===== src/rtl/urxd_pkg.sv =====
// Shared types and constants for the USB receive deframer.
package urxd_pkg;

	// Parser phase within one frame record.
	typedef enum logic [1:0] {
		PH_HEADER = 2'd0,
		PH_SKIP   = 2'd1,
		PH_FRAME  = 2'd2,
		PH_PAD    = 2'd3
	} phase_t;

	// Width of the frame length field.
	localparam int LEN_W = 15;

	// One result word handed to the output stage.
	typedef struct packed {
		logic [7:0]       data;
		logic             last;
		logic [LEN_W-1:0] length;
	} result_t;

endpackage


===== src/rtl/urxd_parser.sv =====
// Record parser: header assembly, descriptor skip, frame pass-through and padding drop.
module urxd_parser #(
	parameter int LEN_MASK_BITS   = 15,
	parameter int ALIGN_BYTES     = 8,
	parameter int DESC_SKIP_BYTES = 20
) (
	input  logic                clk,
	input  logic                arst_n,
	input  logic                step,
	input  logic [7:0]          rx_byte,
	output logic                emit,
	output urxd_pkg::result_t   result
);

	localparam int LMB = (LEN_MASK_BITS > urxd_pkg::LEN_W) ? urxd_pkg::LEN_W : LEN_MASK_BITS;
	localparam logic [15:0] MASK16 = (16'd1 << LMB) - 16'd1;
	localparam logic [urxd_pkg::LEN_W-1:0] LEN_MASK = MASK16[urxd_pkg::LEN_W-1:0];
	localparam logic [urxd_pkg::LEN_W-1:0] SKIP_CNT = urxd_pkg::LEN_W'(DESC_SKIP_BYTES);
	localparam int PW = $clog2(ALIGN_BYTES + 1);
	localparam logic [PW-1:0] ALIGN_LAST = PW'(ALIGN_BYTES - 1);

	urxd_pkg::phase_t phase_q, phase_d;
	logic [1:0]                  hdr_cnt_q, hdr_cnt_d;
	logic [urxd_pkg::LEN_W-1:0]  len_q, len_d;
	logic [urxd_pkg::LEN_W-1:0]  cnt_q, cnt_d;
	logic [PW-1:0]               pos_q, pos_d;
	logic [urxd_pkg::LEN_W-1:0]  len_asm;
	logic [PW-1:0]               pos_inc;

	// Length assembly from the little-endian header bytes, under the mask.
	always_comb begin
		case (hdr_cnt_q)
			2'd0:    len_asm = {7'd0, rx_byte} & LEN_MASK;
			2'd1:    len_asm = (len_q | {rx_byte[6:0], 8'd0}) & LEN_MASK;
			default: len_asm = len_q & LEN_MASK;
		endcase
	end

	// Alignment position, wrapping at the alignment.
	assign pos_inc = (pos_q == ALIGN_LAST) ? '0 : pos_q + PW'(1);

	// Next-state logic.
	always_comb begin
		phase_d   = phase_q;
		hdr_cnt_d = hdr_cnt_q;
		len_d     = len_q;
		cnt_d     = cnt_q;
		pos_d     = pos_q;
		case (phase_q)
			urxd_pkg::PH_HEADER: begin
				len_d     = len_asm;
				hdr_cnt_d = hdr_cnt_q + 2'd1;
				if (hdr_cnt_q == 2'd3) begin
					if (SKIP_CNT != '0) begin
						phase_d = urxd_pkg::PH_SKIP;
						cnt_d   = SKIP_CNT;
					end else if (len_asm != '0) begin
						phase_d = urxd_pkg::PH_FRAME;
						cnt_d   = len_asm;
						pos_d   = '0;
					end
				end
			end
			urxd_pkg::PH_SKIP: begin
				cnt_d = cnt_q - urxd_pkg::LEN_W'(1);
				if (cnt_q == urxd_pkg::LEN_W'(1)) begin
					if (len_q != '0) begin
						phase_d = urxd_pkg::PH_FRAME;
						cnt_d   = len_q;
						pos_d   = '0;
					end else begin
						phase_d = urxd_pkg::PH_HEADER;
					end
				end
			end
			urxd_pkg::PH_FRAME: begin
				cnt_d = cnt_q - urxd_pkg::LEN_W'(1);
				pos_d = pos_inc;
				if (cnt_q == urxd_pkg::LEN_W'(1)) begin
					phase_d = (pos_inc == '0) ? urxd_pkg::PH_HEADER : urxd_pkg::PH_PAD;
				end
			end
			urxd_pkg::PH_PAD: begin
				pos_d = pos_inc;
				if (pos_inc == '0) begin
					phase_d = urxd_pkg::PH_HEADER;
				end
			end
			default: phase_d = urxd_pkg::PH_HEADER;
		endcase
	end

	// Output logic: frame bytes pass through with the last mark.
	always_comb begin
		emit          = step && (phase_q == urxd_pkg::PH_FRAME);
		result.data   = rx_byte;
		result.last   = (cnt_q == urxd_pkg::LEN_W'(1));
		result.length = len_q;
	end

	// State registers advance on each accepted word.
	always_ff @(posedge clk or negedge arst_n) begin
		if (!arst_n) begin
			phase_q   <= urxd_pkg::PH_HEADER;
			hdr_cnt_q <= '0;
			len_q     <= '0;
			cnt_q     <= '0;
			pos_q     <= '0;
		end else if (step) begin
			phase_q   <= phase_d;
			hdr_cnt_q <= hdr_cnt_d;
			len_q     <= len_d;
			cnt_q     <= cnt_d;
			pos_q     <= pos_d;
		end
	end

endmodule


===== src/rtl/usb_rx_aggregate_deframer_unit.sv =====
// Top level of the USB bulk-IN receive deframer with its output and skid registers.
// Accepted frame bytes go to the output register, or to the skid register on a stall.
// Throughput: one input word per cycle while the skid is empty; counters update in one pass.
// A stalled output is absorbed by a one-word skid register, so input stalls only when both fill.
// Reset (arst_n low, asynchronous) returns the parser to the header phase and empties both
// output registers.
module usb_rx_aggregate_deframer_unit #(
	parameter int LEN_MASK_BITS   = 15,
	parameter int ALIGN_BYTES     = 8,
	parameter int DESC_SKIP_BYTES = 20
) (
	input  logic        clk,
	input  logic        arst_n,
	input  logic        in_valid,
	output logic        in_ready,
	input  logic [7:0]  rx_byte,
	output logic        out_valid,
	input  logic        out_ready,
	output logic [7:0]  frame_byte,
	output logic        frame_last,
	output logic [14:0] frame_length
);

	logic              step;
	logic              emit;
	urxd_pkg::result_t res;
	urxd_pkg::result_t out_q, skid_q;
	logic              out_valid_q, skid_valid_q;

	assign in_ready = !skid_valid_q;
	assign step     = in_valid && in_ready;

	urxd_parser #(
		.LEN_MASK_BITS  (LEN_MASK_BITS),
		.ALIGN_BYTES    (ALIGN_BYTES),
		.DESC_SKIP_BYTES(DESC_SKIP_BYTES)
	) u_parser (
		.clk    (clk),
		.arst_n (arst_n),
		.step   (step),
		.rx_byte(rx_byte),
		.emit   (emit),
		.result (res)
	);

	// Output register with skid stage.
	always_ff @(posedge clk or negedge arst_n) begin
		if (!arst_n) begin
			out_valid_q  <= 1'b0;
			skid_valid_q <= 1'b0;
		end else if (out_ready || !out_valid_q) begin
			out_valid_q  <= skid_valid_q || emit;
			skid_valid_q <= 1'b0;
		end else if (emit) begin
			skid_valid_q <= 1'b1;
		end
	end

	// Payload registers need no reset.
	always_ff @(posedge clk) begin
		if (out_ready || !out_valid_q) begin
			out_q <= skid_valid_q ? skid_q : res;
		end else if (emit) begin
			skid_q <= res;
		end
	end

	assign out_valid    = out_valid_q;
	assign frame_byte   = out_q.data;
	assign frame_last   = out_q.last;
	assign frame_length = out_q.length;

endmodule

===== config.mk =====
export PLATFORM = sky130hd
export DESIGN_NAME = usb_rx_aggregate_deframer_unit
export DESIGN_NICKNAME = d
export VERILOG_FILES = /design/src/rtl/urxd_pkg.sv /design/src/rtl/urxd_parser.sv /design/src/rtl/usb_rx_aggregate_deframer_unit.sv
export SDC_FILE = /design/constraint.sdc
export NUM_CORES = 1
export LEC_CHECK = 0
export BUFFER_PORTS_ARGS = -buffer_cell sky130_fd_sc_hd__buf_2
export CORE_UTILIZATION = 55
export DETAILED_ROUTE_END_ITERATION = 8
export HOLD_SLACK_MARGIN = 0.05
export MAX_ROUTING_LAYER = met4
export PLACE_DENSITY = 0.73
export SETUP_SLACK_MARGIN = 0.1
export SLEW_MARGIN = 5
export SYNTH_ARGS = -nofsm -noshare
export SYNTH_HDL_FRONTEND = slang
export SYNTH_SLANG_ARGS = --single-unit

===== constraint.sdc =====
create_clock -name clk -period 8.5 [get_ports clk]
set_clock_uncertainty 0.15 [all_clocks]
set_input_delay 1.7 -clock clk [delete_from_list [all_inputs] [get_ports clk]]
set_output_delay 1.7 -clock clk [all_outputs]
set_load 0.005 [all_outputs]

==> results of run 1 <==
[per-layer routing]
metal / routed length, um / share of wire [%] / GRT usage (%) / vias to the layer above
li1: - / - / - / 1415
met1: 4240 / 45 / 36.0 / 1488
met2: 4440 / 48 / 38.7 / 105
met3: 381 / 4.1 / 4.30 / 21
met4: 255 / 2.7 / 11.1 / 0
met5: 0 / 0 / - / -
[synthesized netlist by cell type, drive strengths merged, types with 2 or more instances]
master | number | area [um^2]
nand4 | 5 | 46.3
a21oi | 19 | 95.1
o21ai | 28 | 140
o211ai | 3 | 22.5
nor3 | 10 | 50.1
or2 | 2 | 12.5
a21o | 2 | 15.0
nor3b | 2 | 15.0
a221o | 2 | 20.0
o221ai | 2 | 17.5
buf | 4 | 25.0
nand2b | 15 | 93.8
nor4 | 12 | 120
xnor2 | 2 | 17.5
nand2 | 33 | 124
a211oi | 2 | 15.0
inv | 12 | 45.0
ha | 10 | 125
nor2 | 23 | 86.3
nor2b | 4 | 25.0
or4 | 4 | 33.8
mux2 | 27 | 304
edfxtp | 48 | 1440
a22oi | 3 | 22.5
o41ai | 2 | 25.0
and2 | 2 | 12.5
a221oi | 3 | 26.3
nand3 | 8 | 40.0
o2111ai | 2 | 17.5
o31ai | 2 | 15.0
clkbuf | 7 | 26.3
dfrtp | 40 | 1000
[power by group through the flow]
| stage | clock [mW] | combinational (mW) | sequential (mW) |
|---|---|---|---|
| 5_1_grt | 0.288 | 0.684 | 0.758 |
| 4_1_cts | 0.270 | 0.607 | 0.737 |
| 3_3_place_gp | 0 | 0.588 | 0.739 |
| 6_report | 0.268 | 0.608 | 0.737 |
| 2_1_floorplan | 0 | 0.455 | 0.691 |
| 3_5_place_dp | 0 | 0.604 | 0.744 |
[cells by family after synthesis]
group,count (synthesis),synth area share [%]
fa+ha+maj,10,2.96
simple gates,126,16.8
mux,27,7.20
xor+xnor,3,0.622
flops,88,57.8
buf+inv,24,2.49
compound gates,79,12.2
[worst paths after layout]
kind                                                 end  slack, ns  cells after the start
max in group asynchronous  u_parser.len_q[4]$_DFFE_PN0P_       6.30                      1
hold reg to reg            u_parser.pos_q[1]$_DFFE_PN0P_       0.39                      1
hold / removal             u_parser.pos_q[1]$_DFFE_PN0P_       0.39                      1
min in group asynchronous  u_parser.pos_q[1]$_DFFE_PN0P_       1.32                      1
setup reg to reg                     skid_q[0]$_DFFE_PP_       5.84                      5
setup / recovery           u_parser.cnt_q[7]$_DFFE_PN0P_       5.17                      6
[through the flow]
| step | util, % | setup WS (ns) | hold slack (ns) | instances |
|---|---|---|---|---|
| after floorplan | - | 3.76 | 0.329 | 357 |
| after global placement | 61.6 | 4.94 | 0.354 | 486 |
| after detailed placement | 61.6 | 4.85 | 0.371 | 486 |
| after CTS | 64.1 | 5.23 | 0.391 | 502 |
| after global routing | 64.1 | 5.02 | 0.413 | 502 |
| final | 64.1 | 5.17 | 0.392 | 502 |
[critical path: cells and delay by family]
kind	cells	cell delay [ns]
simple gates	3	1.25
compound gates	2	0.38
buf+inv	1	0.09
[sequential cells by signal (all words and copies together) (netlist names)]
signal / count
frame_last: 1
u_parser.phase_q: 2
skid_valid_q: 1
u_parser.cnt_q: 15
frame_length: 15
out_valid: 1
u_parser.hdr_cnt_q: 2
u_parser.pos_q: 4
frame_byte: 8
skid_q: 24
u_parser.len_q: 15
[layout make-up]
class	count	area [um^2]	share of cell area [%]
Sequential cell	88	2440	52.0
Multi-Input combinational cell	245	1680	35.8
Timing Repair Buffer	41	215	4.58
Clock buffer	10	128	2.72
Tap cell	99	124	2.64
Inverter	13	53.8	1.15
Clock inverter	6	52.6	1.12
==> flow_summary.json, run 1 <==
{
  "p_int_uw": 966,
  "min_path_type": "flip-flop to flip-flop",
  "crit_arrival_ns": 3.43,
  "ant_nets": 0,
  "antenna_cells": 0,
  "htree_num_levels": 3,
  "crit_path_end_kind": "flip-flop",
  "fmax_mhz": 300,
  "p_sw_share_pct": 40.1,
  "worst-slew-pin-transition_ns": 0.948,
  "period_share_pct": 39.2,
  "start_kind": "input port",
  "slew_violations": 0,
  "ys_types": 57,
  "die_x_um": 89.7,
  "status": "complete, no violations",
  "io_pins": 38,
  "antenna_found_initial": 0,
  "fin_crit_ns": 3.33,
  "cts_tree": "yes",
  "root_buffer": "clkbuf_8",
  "syn2layout_area_growth_pct": 11.2,
  "async_reset_ff_share_pct": 45.5,
  "fin_setup_tns_ns": 0,
  "synth_edf_count": 48,
  "mappedNetlistNets": 379,
  "track_usage_pct": 26.2,
  "slowest_stage": "nand3_1",
  "core_area_um2": 7330,
  "seqPwrFrac_pct": 45.7,
  "avgSynthCellArea_um2": 11.8,
  "slew_headroom_pct": 36.3,
  "clockBufferDepth": 2,
  "placement.cell_area_um2": 4520,
  "holdBufCountCts": 0,
  "power_density_nw_per_um2": 343,
  "grt_pass1_vias": 2826,
  "p_clk_share_pct": 16.6,
  "drc": 0,
  "syn_area_um2": 4230,
  "cp.required_ns": 8.60,
  "critical_path.startpoint": "in_valid",
  "drive_gt1_share_pct": 23.3,
  "ir_drop_mv": 0.172,
  "rsz0062_at_grt": "no",
  "max_stage_delay_ns": 0.49,
  "leakagePower_nw": 1.91,
  "cts_setup_buffers": 0,
  "nNetsFinal": 420,
  "r2r_start": "u_parser.phase_q[0]$_DFFE_PN0P_",
  "dieHeight_um": 89.7,
  "grt_pass1_wl_mm": 14.8,
  "via_per_inst": 6.03,
  "ctsResizeCount": 0,
  "syn_inst": 357,
  "worst-path-max-fanout": 13,
  "grt-ovfl-total": 0,
  "row_count": 31,
  "vias": 3029,
  "switchingPower_uw": 647,
  "crit_chain": "buf_2 -> nor2b_1 -> nand3_1 -> nor4_1 -> a221oi_1 -> a211o_1",
  "clkTransAtPathRegs_ns": 0.09,
  "place.gp.congestion": 0.965,
  "port_buffers": 37,
  "drt_iter0_markers": 177,
  "routed_wl_mm": 9.31,
  "start_util_pct": 57.6,
  "clock-sinks": 88,
  "ys.warnings.count": 0,
  "final_common_cell": "edfxtp_1",
  "path_class": "input port to flip-flop",
  "hold_viol_final": 0,
  "setup_viol": 0,
  "yosysSeqAreaShare_pct": 57.8,
  "insertion_delay_ns": 0.36,
  "final_cell_mix": "48 x edfxtp_1, 40 x dfrtp_1, 37 x buf_2",
  "yosys_most_used_dff": "edfxtp_1",
  "dieArea_um2": 8040,
  "dp.final_hpwl_mm": 6.69,
  "numCtsBuffers": 9,
  "wl_per_cell_um": 18.5,
  "maxCapViolCount": 0,
  "p_total_mw": 1.61,
  "firstDrtPassIters": 5,
  "worstHoldStart": "u_parser.pos_q[1]$_DFFE_PN0P_",
  "grt_max_degree": 41,
  "pwr-share-comb_pct": 37.7,
  "postLayoutCellArea_um2": 4700,
  "fillers": 592,
  "synth_seq_cells": 88
}
No activity file was read; power rests on OpenSTA's default activity.
==> run 2: changes to the inputs <==
- ABC_AREA: unset -> 1
- CORE_UTILIZATION: 55 -> 53
- clock period: 8.5 -> 3 ns (I/O delays scaled with it)
==> flow_summary.json, run 2 <==
{
  "r2r_start": "u_parser.phase_q[0]$_DFFE_PN0P_",
  "mappedNetlistNets": 479,
  "dieArea_um2": 8340,
  "fmax_mhz": 420,
  "ctsResizeCount": 0,
  "synthTopCellsByCount": "153 x nand2_1, 50 x inv_1, 48 x edfxtp_1",
  "post-synth-top-area-fraction_pct": 34.1,
  "pwr-share-comb_pct": 35.5,
  "fin_crit_ns": 2.38,
  "row_count": 32,
  "yosysMostFrequentCell": "nand2_1",
  "worst-path-max-fanout": 14,
  "switchingPower_mw": 1.60,
  "firstDrtPassIters": 4,
  "min_path_type": "input port to async pin",
  "final_common_cell": "nand2_1",
  "rrSetupSlack_ns": 0.62,
  "slew_headroom_pct": 36.7,
  "antenna_cells": 0,
  "grt_max_degree": 49,
  "power_density_nw_per_um2": 869,
  "seq_area_um2": 2440,
  "clkTransAtPathRegs_ns": 0.10,
  "cp.required_ns": 3.10,
  "synth_top_cell_by_area": "edfxtp_1",
  "syn_inst": 457,
  "hold_viol_final": 0,
  "synth_edf_count": 48,
  "crit_arrival_ns": 2.48,
  "drc": 0,
  "p_clk_share_pct": 18.6,
  "avgSynthCellArea_um2": 9.26,
  "start_kind": "flip-flop",
  "place.gp.congestion": 0.912,
  "largest_reg_flops": 24,
  "cts_setup_buffers": 0,
  "status": "complete, no violations",
  "p_int_mw": 2.47,
  "rr_worst_depth": 12,
  "cts_tree": "yes",
  "p_sw_share_pct": 39.3,
  "io_pins": 38,
  "insertion_delay_ns": 0.36,
  "seqPwrFrac_pct": 45.9,
  "synth_seq_cells": 88,
  "crit_path_end_kind": "flip-flop",
  "yosysSeqAreaShare_pct": 57.7,
  "syn2layout_area_growth_pct": 10.9,
  "grt_pass1_wl_mm": 13.9,
  "ir_drop_mv": 0.405,
  "maxCapViolCount": 0,
  "fillers": 619,
  "path_class": "flip-flop to flip-flop",
  "yosys_most_used_dff": "edfxtp_1",
  "antenna_found_initial": 0,
  "final_core_util_pct": 60.7,
  "async_reset_ff_share_pct": 45.5,
  "drt_iter0_markers": 164,
  "track_usage_pct": 22.3,
  "fin_setup_tns_ns": 0,
  "drive_gt1_share_pct": 17.1,
  "stdcell_count": 605,
  "wl_per_cell_um": 13.9,
  "yosys-top-cells-area": "edfxtp_1 34%, dfrtp_1 24%, nand2_1 14%",
  "worst-slew-pin-transition_ns": 0.950,
  "die_x_um": 91.3,
  "timing.rr.end": "u_parser.cnt_q[4]$_DFFE_PN0P_",
  "leakagePower_nw": 2.19,
  "grt-ovfl-total": 0,
  "ant_nets": 0,
  "ys_types": 29,
  "nNetsFinal": 520,
  "multiInputGateArea_um2": 1510,
  "place_inst": 589,
  "start_util_pct": 54.7,
  "clock-sinks": 88,
  "core_area_um2": 7730,
  "dieHeight_um": 91.3,
  "routed_wl_mm": 8.40,
  "root_buffer": "clkbuf_8",
  "clockBufferDepth": 2,
  "htree_num_levels": 3,
  "p_total_mw": 4.07,
  "period_share_pct": 79.3,
  "top_register": "skid_q",
  "vias": 3048,
  "setup_viol": 0,
  "grt_pass1_vias": 2872,
  "final_cell_mix": "153 x nand2_1, 50 x inv_1, 48 x edfxtp_1",
  "holdBufCountCts": 0,
  "ys.warnings.count": 0,
  "rsz0062_at_grt": "no",
  "slew_violations": 0,
  "dp.final_hpwl_mm": 6.15,
  "numCtsBuffers": 9,
  "port_buffers": 37,
  "via_per_inst": 5.04,
  "syn_area_um2": 4230
}
-- run 2: cell type report --
type / instances / share of cell area [%]
Clock inverter: 7 / 1.15
Clock buffer: 9 / 2.64
Tap cell: 102 / 2.72
Timing Repair Buffer: 40 / 4.43
Sequential cell: 88 / 52.1
Inverter: 60 / 4.80
Multi-Input combinational cell: 299 / 32.2
-- run 2: power by group through the flow --
stage	registers [mW]	clock network, mW	logic [mW]
floorplan	1.86	0	1.07
global placement	1.88	0	1.41
detailed placement	1.89	0	1.45
CTS	1.87	0.758	1.46
global route	1.91	0.805	1.65
finish	1.87	0.758	1.45
-- run 2: stage by stage --
stage	worst slack, ns	hold WS (ns)	area [um^2]
after floorplan	0.159	0.154	4240
after global placement	0.617	0.279	4510
after detailed placement	0.566	0.281	4510
after CTS	0.612	0.255	4690
after global routing	0.404	0.289	4690
final	0.620	0.219	4690
-- run 2: how the worst max path moves through the flow --
stage	from	to	slack (ns)	cells after the start
2_1_floorplan	out_ready	skid_q[0]$_DFFE_PP_	0.16	3
3_3_place_gp	in_valid	u_parser.cnt_q[4]$_DFFE_PN0P_	0.62	10
3_5_place_dp	in_valid	u_parser.cnt_q[4]$_DFFE_PN0P_	0.57	10
4_1_cts	u_parser.phase_q[0]$_DFFE_PN0P_	u_parser.cnt_q[4]$_DFFE_PN0P_	0.61	12
5_1_grt	u_parser.phase_q[0]$_DFFE_PN0P_	u_parser.cnt_q[4]$_DFFE_PN0P_	0.40	12
6_report	u_parser.phase_q[0]$_DFFE_PN0P_	u_parser.cnt_q[4]$_DFFE_PN0P_	0.62	12
-- run 2: logic make-up (layout without fill, tap and decap cells) --
group,count (synthesis),in the layout,synth area share [%]
AOI/OAI and AO/OA,58,58,7.48
xor gates and xnor gates,11,11,2.28
adders and majority gates,10,10,2.96
buffers and inverters,70,116,6.86
DFF,88,88,57.7
and+or+nand+nor,220,220,22.7
-- run 2: per-layer routing --
metal / global-route usage [%] / routed length [um] / part of all wire, % / vias up
li1: - / - / - / 1547
met1: 29.9 / 3920 / 47 / 1422
met2: 34.5 / 3970 / 47 / 63
met3: 3.18 / 304 / 3.6 / 16
met4: 9.26 / 208 / 2.5 / 0
met5: - / 0 / 0 / -
-- run 2: critical path, cell delays in order (launching register included) --
cell     delay [ns]
dfrtp_1        0.39
inv_1          0.08
ha_1           0.21
inv_1          0.12
nor2_1         0.06
nor2_1         0.13
nand2_1        0.34
inv_2          0.16
nand2_1        0.10
inv_1          0.32
nand2_1        0.09
inv_1          0.06
a21oi_1        0.05
==> run 3: changes to the inputs <==
- clock period: 3 -> 2 ns (I/O delays scaled with it)
==> flow_summary.json, run 3 (same netlist as run 2, synthesis figures left out) <==
{
  "status": "complete, no violations",
  "numCtsBuffers": 9,
  "io_pins": 38,
  "clkTransAtPathRegs_ns": 0.09,
  "drc": 0,
  "rr_worst_depth": 13,
  "cp.required_ns": 2.12,
  "fmax_mhz": 563,
  "die_x_um": 91.3,
  "fin_crit_ns": 1.78,
  "grt_pass1_wl_mm": 15.3,
  "syn2layout_area_growth_pct": 17.3,
  "fin_setup_tns_ns": 0,
  "crit_chain": "inv_2 -> ha_2 -> inv_1 -> nor2_2 -> nand2_4 -> nor2_8 -> nand2_4 -> nand2_4 -> nand2_8 -> nand2_1 -> nand2_1 -> nand2_1 -> nand2_1",
  "dieHeight_um": 91.3,
  "ant_nets": 0,
  "core_area_um2": 7730,
  "worst-slew-pin-transition_ns": 0.413,
  "nNetsFinal": 539,
  "via_per_inst": 5.21,
  "setup_viol": 0,
  "firstDrtPassIters": 5,
  "leakagePower_nw": 2.30,
  "crit_top_cell": "nand2_1",
  "drive_gt1_share_pct": 23.2,
  "max_stage_delay_ns": 0.39,
  "root_buffer": "clkbuf_8",
  "fillers": 618,
  "insertion_delay_ns": 0.38,
  "crit_path_end_kind": "flip-flop",
  "power_density_nw_per_um2": 1340,
  "routed_wl_mm": 9.41,
  "cts_tree": "yes",
  "drt_iter0_markers": 167,
  "worst-path-max-fanout": 13,
  "row_count": 32,
  "grt_pass1_vias": 3196,
  "place.gp.congestion": 0.924,
  "final_common_cell": "nand2_1",
  "antenna_found_initial": 0,
  "antenna_cells": 0,
  "slew_headroom_pct": 72.5,
  "rsz0062_at_grt": "yes",
  "top_register": "skid_q",
  "period_share_pct": 88.9,
  "final_cell_mix": "150 x nand2_1, 48 x edfxtp_1, 44 x inv_1",
  "final_core_util_pct": 64.2,
  "htree_num_levels": 3,
  "track_usage_pct": 24.8,
  "start_util_pct": 54.7,
  "path_class": "flip-flop to flip-flop",
  "ir_drop_mv": 0.552,
  "slew_violations": 0,
  "start_kind": "flip-flop",
  "min_path_type": "input port to flip-flop",
  "crit_arrival_ns": 1.90,
  "hold_viol_final": 0,
  "maxCapViolCount": 0,
  "port_buffers": 37,
  "grt-ovfl-total": 0,
  "dieArea_um2": 8340,
  "hold_depth": 1,
  "clock-sinks": 88,
  "slowest_stage": "dfrtp_1",
  "vias": 3254,
  "largest_reg_flops": 24,
  "grt_max_degree": 49,
  "dp.final_hpwl_mm": 6.16,
  "clockBufferDepth": 2,
  "wl_per_cell_um": 15.1
}
## run 3: cell count changes in the layout (fill, tap and decap cells not counted), moves of 3 or more
| cell | before | now |
|---|---|---|
| buf_4 | 3 | 16 |
| inv_1 | 50 | 44 |
| ha_1 | 10 | 6 |
| inv_2 | 10 | 14 |
| ha_2 | 0 | 3 |
| nand2_1 | 153 | 150 |
## run 3: metrics by stage
| stage | hold WS (ns) | total power [mW] | instances | setup WS, ns | instance area (um^2) |
|---|---|---|---|---|---|
| final | 0.0639 | 6.64 | 624 | 0.222 | 4960 |
| after global routing | 0.0577 | 7.05 | 624 | 0.0689 | 4960 |
| after CTS | 0.0593 | 6.48 | 616 | 0.102 | 4850 |
| after detailed placement | 0.241 | 5.18 | 599 | 0.119 | 4630 |
| after global placement | 0.237 | 5.12 | 599 | 0.142 | 4630 |
| after floorplan | -0.0456 | 4.43 | 457 | 0.104 | 4260 |
## run 3: what timing repair did
item	CTS	global route
endpoints found under the hold margin	40	0
endpoints found under the setup margin	0	21
hold buffers	1	0
resized for setup	0	20
setup buffers	0	6
## run 3: worst max-delay path, delay by kind of cell, from the launching register on
family	cells	cell delay [ns]
flip-flops	1	0.39
buffers and inverters	2	0.13
adder cells (fa/ha/maj)	1	0.17
AND/OR/NAND/NOR	10	0.83
## run 3: layout make-up
class                           instances  area [um^2]  area share [%]
Clock buffer                            9          124            2.50
Tap cell                              102          128            2.57
Inverter                               60          230            4.64
Multi-Input combinational cell        299         1580            31.7
Sequential cell                        88         2440            49.2
Clock inverter                          7         77.6            1.56
Timing Repair inverter                  1         7.51           0.151
Timing Repair Buffer                   58          378            7.61
## run 3: metal layers
metal	up-vias	GRT usage (%)	share of wire, %
met5	-	-	0
met4	0	11.2	2.6
met3	21	4.94	5.2
met2	103	39.6	49
met1	1551	30.7	43
li1	1579	-	-
## run 3: path summary, 6_finish.rpt
path	from	to	slack (ns)
max in group asynchronous	arst_n	u_parser.len_q[7]$_DFFE_PN0P_	1.11
min in group asynchronous	arst_n	u_parser.pos_q[2]$_DFFE_PN0P_	0.36
hold reg to reg	u_parser.len_q[2]$_DFFE_PN0P_	skid_q[2]$_DFFE_PP_	0.33
setup / recovery	u_parser.cnt_q[1]$_DFFE_PN0P_	u_parser.cnt_q[0]$_DFFE_PN0P_	0.22
setup reg to reg	u_parser.cnt_q[1]$_DFFE_PN0P_	u_parser.cnt_q[0]$_DFFE_PN0P_	0.22
hold / removal	rx_byte[7]	skid_q[23]$_DFFE_PP_	0.06
## run 3: power by group
| part | total (mW) | switching (mW) | internal (mW) |
|---|---|---|---|
| Clock | 1.29 | 0.704 | 0.588 |
| Combinational | 2.52 | 1.56 | 0.958 |
| Sequential | 2.83 | 0.341 | 2.48 |
